`config.mk`:
```
export PLATFORM = sky130hd
export DESIGN_NAME = hltp_ram
export DESIGN_NICKNAME = d
export VERILOG_FILES = /design/src/rtl/core/assert_macros.svh /design/src/rtl/core/hltp_ram.sv
export SDC_FILE = /design/constraint.sdc
export NUM_CORES = 1
export LEC_CHECK = 0
export ABC_CLOCK_PERIOD_IN_PS = 1900
export BUFFER_PORTS_ARGS = -buffer_cell sky130_fd_sc_hd__buf_2
export CAP_MARGIN = 20
export CORE_AREA = 3 3 194 196
export DETAILED_ROUTE_END_ITERATION = 12
export DIE_AREA = 0 0 197 199
export PLACE_DENSITY = 0.76
export SETUP_SLACK_MARGIN = 0.05
export SLEW_MARGIN = 10
export SYNTH_ARGS = -nofsm -noshare
export SYNTH_HDL_FRONTEND = slang
export SYNTH_SLANG_ARGS = --single-unit
export TNS_END_PERCENT = 5
```
`constraint.sdc`:
```
create_clock -name i_clk -period 1.9 [get_ports i_clk]
set_input_delay 0.095 -clock i_clk [delete_from_list [all_inputs] [get_ports i_clk]]
set_output_delay 0.095 -clock i_clk [all_outputs]
set_load 0.01 [all_outputs]
```
`src/rtl/core/assert_macros.svh`:
```
// Assertion macros shared by the RTL.
// No dependencies; include with the bare file name.
`ifndef ASSERT_MACROS_SVH
`define ASSERT_MACROS_SVH

// same-cycle implication
`define ASSERT_IMPL(lbl, clk, rst_n, ante, cons) \
    lbl: assert property (@(posedge clk) disable iff (!rst_n) (ante) |-> (cons)) \
        else $error("same-cycle implication failed");

// next-cycle implication
`define ASSERT_NEXT(lbl, clk, rst_n, ante, cons) \
    lbl: assert property (@(posedge clk) disable iff (!rst_n) (ante) |=> (cons)) \
        else $error("next-cycle implication failed");

`endif

```
`src/rtl/core/hltp_ram.sv`:
```
// Generic simple dual-port RAM: one write port, one read port, registered read.
// No dependencies.
`timescale 1ns / 1ps

module hltp_ram #(
    parameter int unsigned WIDTH = 8,
    parameter int unsigned DEPTH = 64
) (
    input  logic                     i_clk,
    input  logic                     i_we,
    input  logic [$clog2(DEPTH)-1:0] i_waddr,
    input  logic [WIDTH-1:0]         i_wdata,
    input  logic [$clog2(DEPTH)-1:0] i_raddr,
    output logic [WIDTH-1:0]         o_rdata
);

    logic [WIDTH-1:0] r_mem [DEPTH];

    always_ff @(posedge i_clk) begin
        if (i_we) begin
            r_mem[i_waddr] <= i_wdata;
        end
        o_rdata <= r_mem[i_raddr];
    end

endmodule

```
==> results of run 1 <==
-- area by class of cell --
| cell class | count | area share |
|---|---|---|
| well taps | 468 | 0.0249 |
| flip-flops and latches | 520 | 0.661 |
| repair buffers | 172 | 0.0629 |
| multi-input cells | 369 | 0.185 |
| clock inverters | 26 | 0.0112 |
| diodes | 2 | 0.000213 |
| clock buffers | 62 | 0.0546 |
-- flip-flops by register name (all words and copies together), names as in the netlist --
register / count
o_rdata: 8
r_mem: 512
-- repair_timing --
action                                  in CTS  in global routing
pin swaps                                    0                  4
hold buffers                                 2                  0
endpoints found under the setup margin       6                  8
resized for setup                            3                 11
endpoints found under the hold margin        4                  0
-- final timing paths --
kind           startpoint            to
max           r_mem[3][1]    o_rdata[1]
min            i_wdata[0]  r_mem[22][0]
max reg2reg   r_mem[3][1]    o_rdata[1]
min reg2reg  r_mem[31][6]    o_rdata[6]
-- through the flow --
step | cell area (um2) | hold WS (ns) | setup TNS, ns | total power [mW] | instances
2_1_floorplan | 20200 | 0.194 | 0 | 13.6 | 940
3_3_place_gp | 21900 | 0.516 | -1.63 | 14.2 | 1527
3_5_place_dp | 21900 | 0.525 | -1.77 | 14.3 | 1527
4_1_cts | 23500 | 0.00717 | 0 | 23.7 | 1617
5_1_grt | 23500 | 0.0330 | 0 | 24.2 | 1619
6_report | 23500 | 0.0227 | 0 | 23.5 | 1619
-- cell usage in the layout, fill, tap and decap left out, drive strengths merged, types with 14 or more instances in the layout --
cell type,instances
nand2,19
mux2i,23
buf,169
nor2,83
clkinv,19
clkbuf,63
mux4,126
nor2b,14
edfxtp,512
-- power breakdown --
part	leakage (nW)	internal, mW	total, mW	switching [mW]
combinational	2.23	0.565	1.32	0.754
sequential	4.67	12.7	12.7	0.0419
clock	0.755	5.46	9.45	3.99
-- logic make-up (layout without fill, tap and decap cells) --
group / Yosys count / count (layout) / synth area share
other cells: 0 / 2 / 0
buf+inv: 51 / 260 / 0.0157
compound gates: 54 / 54 / 0.0207
mux: 162 / 162 / 0.159
flops: 520 / 520 / 0.770
simple gates: 153 / 153 / 0.0339
-- per-layer routing --
layer  track usage  up-vias
met4        0.0866        2
met5             0        -
met3        0.0451       97
met1         0.322     5326
li1              -     4276
met2         0.380      503
==> implementation parameters, run 1 <==
Parameter                              Value

Routing
  Count of vias placed by the detailed router    10200
  Number of iterations in the first detailed-routing pass    5
  Routed Antenna Nets    0
  Per-cell routed wire length    27.6 um
  Top layer reached by signal wires    met5
  Per-cell via count in the routed design    6.30
  DRC errors left    0
  Sum of met3 wire segment lengths after detailed routing    3.54 mm
  Total wirelength of the detailed-routed design    44.7 mm
  Metal2 WL    22.4 mm
  Initial DRC Count    1144
  Post-Route M1 WL    17.1 mm

Synthesis
  Synth unique cells    40
  Cells after Synth    940
  Synthesized net count    962
  Cell area after technology mapping    20200 um2
  Number of warning messages in the yosys log    0
  Post-synthesis async set-or-reset flop share    0
  Register bit count reported by yosys    520
  Most repeated cell in the gate-level netlist after synthesis    edfxtp_1
  Post-synth EDFFs    512
  Top-area cell type share of the netlist area    0.762
  Top flip-flop cell by instance count after synthesis    edfxtp_1
  Most area-consuming cells after synthesis    edfxtp_1, mux4_2, nor2_1
  Library cell with the largest summed area after synthesis    edfxtp_1
  Sequential element share of the synthesized area    0.770
  Mean instance size in the synthesized netlist    21.5 um2
  Ranking of synthesized cells by instance count    edfxtp_1, mux4_2, nor2_1, mux2i_1, nand2_1

Floorplan
  Area enclosed by the die boundary    39200 um2
  Chip height    199 um
  Number of top-level design ports    30
  Core area    36300 um2
  Cell Rows    70
  Die Wd    197 um
  Starting Density    0.556

Place
  Number of port buffers    29
  Detailed-placement wirelength estimate    28.1 mm
  Pre-CTS worst setup slack    -0.420 ns
  Placer Congestion    0.852

Timing
  Final count of hold timing violations    0
  Setup-failing EPs final    0
  Count of final max-slew check failures    0
  Post-route setup slack    0.0528 ns
  Part of the cycle the worst path needs    0.972
  Minimum clock period after layout    1.85 ns
  Slew at the pin closest to its max-slew limit    0.673 ns
  Unrepaired setup endpoints after global routing    yes
  Maximum clock frequency    0.541 GHz
  Final setup skew    0.00991 ns
  Headroom to the max-slew limit    0.551

Pwr
  Leakage power summed over all cells    7.66 nW
  Worst IR drop on VDD    0.734 mV
  Power per standard cell area    1000 nW/um2

Clock network
  CTS tree    done
  CTS root buffer    clkbuf_16
  Setup bufs post-CTS    0
  Worst-Skew Late Latency    0.56 ns
  Clock Sink Count    520
  Number of buffers created by CTS    49
  Clock Path Buffers    3
  Clock transition at path regs    0.06 ns
  H-tree depth    2

Critical path
  Levels on crit path    5
  CP cell instances    mux4_2, mux4_2, nor2_2, nor3_1, o2bb2ai_1
  CP bufs+invs    0
  Endpoint kind of the worst setup timing path    register
  Register-to-register setup slack    0.05 ns
  Setup crit start kind    register
  Critical path's most frequent cell    mux4_2
  Slowest CP cell    mux4_2
  Arrival time at the worst endpoint    2.29 ns
  Top Family by Delay on Critical Path    multiplexers
  Worst stage delay on the critical path    0.52 ns
  Worst R2R Path Depth    5
  Critical Path Fanout Max    1
  Worst Path Class, Setup    register to register
  Critical Path RT    2.34 ns

GRT
  Pin count of the biggest net entering global routing    65
  Vias in the first global route    10400
  Remaining global-route overflow    0
  Global-route wire length before repair    66.8 mm
  Initial antenna violation count    3
  Overall fraction of global-route tracks in use    0.234

Hold path
  Hold path depth    2
  Hold/Removal Path Class    input port to register

Status
  Run status    completed

Layout
  Layout-stage area growth over the synthesis result    16.6%
  Number of filler cells placed in the layout    2346
  Final Core Density    0.648
  Post-layout net count    1134
  Area of the multi-input gates    4360 um2
  Register cell area after layout    15500 um2
  Fraction of final layout cells sized beyond drive strength 1    0.339

Job
  Maxcap violations    0
(Power assumes the default switching activity.)
==> run 2: changes to the inputs <==
--- a/config.mk
+++ b/config.mk
@@ -5,7 +5,7 @@
 export SDC_FILE = /design/constraint.sdc
 export NUM_CORES = 1
 export LEC_CHECK = 0
-export ABC_CLOCK_PERIOD_IN_PS = 1900
+export ABC_CLOCK_PERIOD_IN_PS = 1550
 export BUFFER_PORTS_ARGS = -buffer_cell sky130_fd_sc_hd__buf_2
 export CAP_MARGIN = 20
 export CORE_AREA = 3 3 194 196
==> constraint.sdc (replaced) <==
create_clock -name i_clk -period 1.55 [get_ports i_clk]
set_input_delay 0.0775 -clock i_clk [delete_from_list [all_inputs] [get_ports i_clk]]
set_output_delay 0.0775 -clock i_clk [all_outputs]
set_load 0.01 [all_outputs]
==> implementation parameters, run 2 (synthesized netlist as in run 1, its figures left out) <==
Parameter                              Value

Critical path
  Crit Reg-Reg Endpoint    o_rdata[6]
  Critical Path RT    2.02 ns
  Worst R2R Path Depth    5
  Reg-to-Reg Start    r_mem[51][6]
  Slowest CP cell    mux4_2
  Levels on crit path    5
  Worst Path Class, Setup    register to register
  CP bufs+invs    1
  Arrival time at the worst endpoint    2.33 ns
  CP cell instances    mux4_2, mux4_2, nor2_1, buf_4, o32ai_1
  Critical Path Fanout Max    1
  Top Family by Delay on Critical Path    multiplexers
  Setup crit start kind    register
  Critical path's most frequent cell    mux4_2
  Register-to-register setup slack    -0.31 ns
  Worst stage delay on the critical path    0.52 ns
  Endpoint kind of the worst setup timing path    register

Layout
  Layout-stage area growth over the synthesis result    18.7%
  Most common library cell in the layout ignoring fill and taps    edfxtp_1
  Leading registers by flop count    r_mem: 512 flops, o_rdata: 8 flops
  Post-layout net count    1169
  Fraction of final layout cells sized beyond drive strength 1    0.367
  Commonest cells after routing, fill and taps aside    edfxtp_1, buf_4, mux4_2
  Post-route cell area    23900 um2
  Register name with the most flops    r_mem
  Flip-flop count of the largest register after layout    512

Clock network
  Worst-Skew Late Latency    0.59 ns
  Total of hold buffers inserted after clock tree synthesis    5
  Clock Path Buffers    3
  CTS root buffer    clkbuf_16
  Clock Sink Count    520
  H-tree depth    2
  Setup bufs post-CTS    0
  Number of buffers created by CTS    50
  Clock transition at path regs    0.06 ns
  CTS tree    done

Place
  Number of port buffers    29
  Placer Congestion    0.869
  Detailed-placement wirelength estimate    27.9 mm
  Cell area reported after detailed placement    22100 um2
  Pre-CTS worst setup slack    -0.559 ns

Floorplan
  Die Wd    197 um
  Chip height    199 um
  Starting Density    0.556
  Cell Rows    70
  Area enclosed by the die boundary    39200 um2
  Number of top-level design ports    30
  Core area    36300 um2

Hold path
  Hold Path Origin    i_raddr[5]
  Hold path depth    3
  Hold/Removal Path Class    input port to register
  Hold Path Sink    o_rdata[6]

GRT
  Vias in the first global route    10400
  Global-route wire length before repair    68.0 mm
  Remaining global-route overflow    0
  Pin count of the biggest net entering global routing    65
  Initial antenna violation count    0
  Overall fraction of global-route tracks in use    0.237

Timing
  Headroom to the max-slew limit    0.518
  Minimum clock period after layout    1.86 ns
  Maximum clock frequency    0.537 GHz
  Final count of hold timing violations    4
  Count of final max-slew check failures    0
  Hold WS    -0.0786 ns
  Final setup skew    0.0205 ns
  Slew at the pin closest to its max-slew limit    0.723 ns
  Setup-failing EPs final    8
  Part of the cycle the worst path needs    1.20
  Post-route setup slack    -0.311 ns
  Unrepaired setup endpoints after global routing    yes

Routing
  Initial DRC Count    1238
  DRC errors left    0
  Total wirelength of the detailed-routed design    45.3 mm
  Per-cell via count in the routed design    6.27
  Count of vias placed by the detailed router    10400
  Number of iterations in the first detailed-routing pass    6
  Routed Antenna Nets    0
  Per-cell routed wire length    27.4 um

Pwr
  Power per standard cell area    1240 nW/um2
  Worst IR drop on VDD    1.18 mV
  Leakage power summed over all cells    7.89 nW

Status
  Violations in the final reports    negative hold slack, negative setup slack
  Run status    finished with violations

Job
  Maxcap violations    0
[run 2: cell types whose count changed in the layout (fill, tap and decap cells not counted), moves of 3 or more]
| cell | before | now |
|---|---|---|
| clkinv_4 | 3 | 0 |
| clkbuf_1 | 12 | 6 |
| mux2_4 | 0 | 5 |
| buf_4 | 123 | 162 |
| clkbuf_8 | 2 | 5 |
| buf_12 | 19 | 14 |
| mux2_2 | 13 | 8 |
| dlygate4sd3_1 | 2 | 5 |
[run 2: cell type report]
| cell class | count | area [um2] |
|---|---|---|
| clock inverters | 29 | 339 |
| diodes | 1 | 2.50 |
| multi-input cells | 369 | 4460 |
| well taps | 468 | 586 |
| clock buffers | 60 | 1330 |
| flip-flops and latches | 520 | 15500 |
| fillers | 2284 | 12300 |
| repair buffers | 206 | 1680 |
[run 2: worst register-to-register path: stages (launching register included)]
cell	delay [ns]
edfxtp_1	0.42
mux4_2	0.52
mux4_2	0.49
nor2_1	0.10
buf_4	0.13
o32ai_1	0.07
[run 2: stage by stage]
| step | power [mW] | std cells | TNS (ns) | util |
|---|---|---|---|---|
| finish | 29.6 | 1653 | -1.90 | 0.660 |
| global route | 30.5 | 1652 | -2.19 | 0.660 |
| CTS | 29.8 | 1652 | -1.91 | 0.659 |
| detailed placement | 17.5 | 1558 | -4.43 | 0.610 |
| global placement | 17.5 | 1558 | -3.76 | 0.610 |
| floorplan | 16.8 | 940 | -1.06 | - |
[run 2: what timing repair did]
item,in CTS,in global routing
hold endpoints to repair,85,4
resized for setup,15,8
endpoints found under the setup margin,8,8
cloned,0,0
pin swaps,3,1
[run 2: where the power goes]
part / leakage [nW] / internal [mW] / switching, mW
combinational: 2.40 / 0.747 / 0.967
sequential: 4.67 / 15.6 / 0.0549
clock: 0.823 / 7.27 / 5.04
total: 7.89 / 23.6 / 6.06
[run 2: metal layers]
| metal | GRT usage | vias to the layer above | share of wire |
|---|---|---|---|
| met5 | 0 | - | 0 |
| met4 | 0.0610 | 0 | 0.025 |
| met3 | 0.0459 | 93 | 0.092 |
| met2 | 0.384 | 562 | 0.49 |
| met1 | 0.341 | 5356 | 0.39 |
| li1 | - | 4347 | - |
[run 2: how the worst max path moves through the flow]
stage / startpoint / endpoint / slack [ns]
after global routing: r_mem[51][6] / o_rdata[6] / -0.33
after floorplan: r_mem[21][4] / o_rdata[4] / -0.10
after detailed placement: i_raddr[0] / o_rdata[4] / -0.56
after CTS: r_mem[51][6] / o_rdata[6] / -0.31
final: r_mem[51][6] / o_rdata[6] / -0.31
after global placement: i_raddr[0] / o_rdata[4] / -0.57
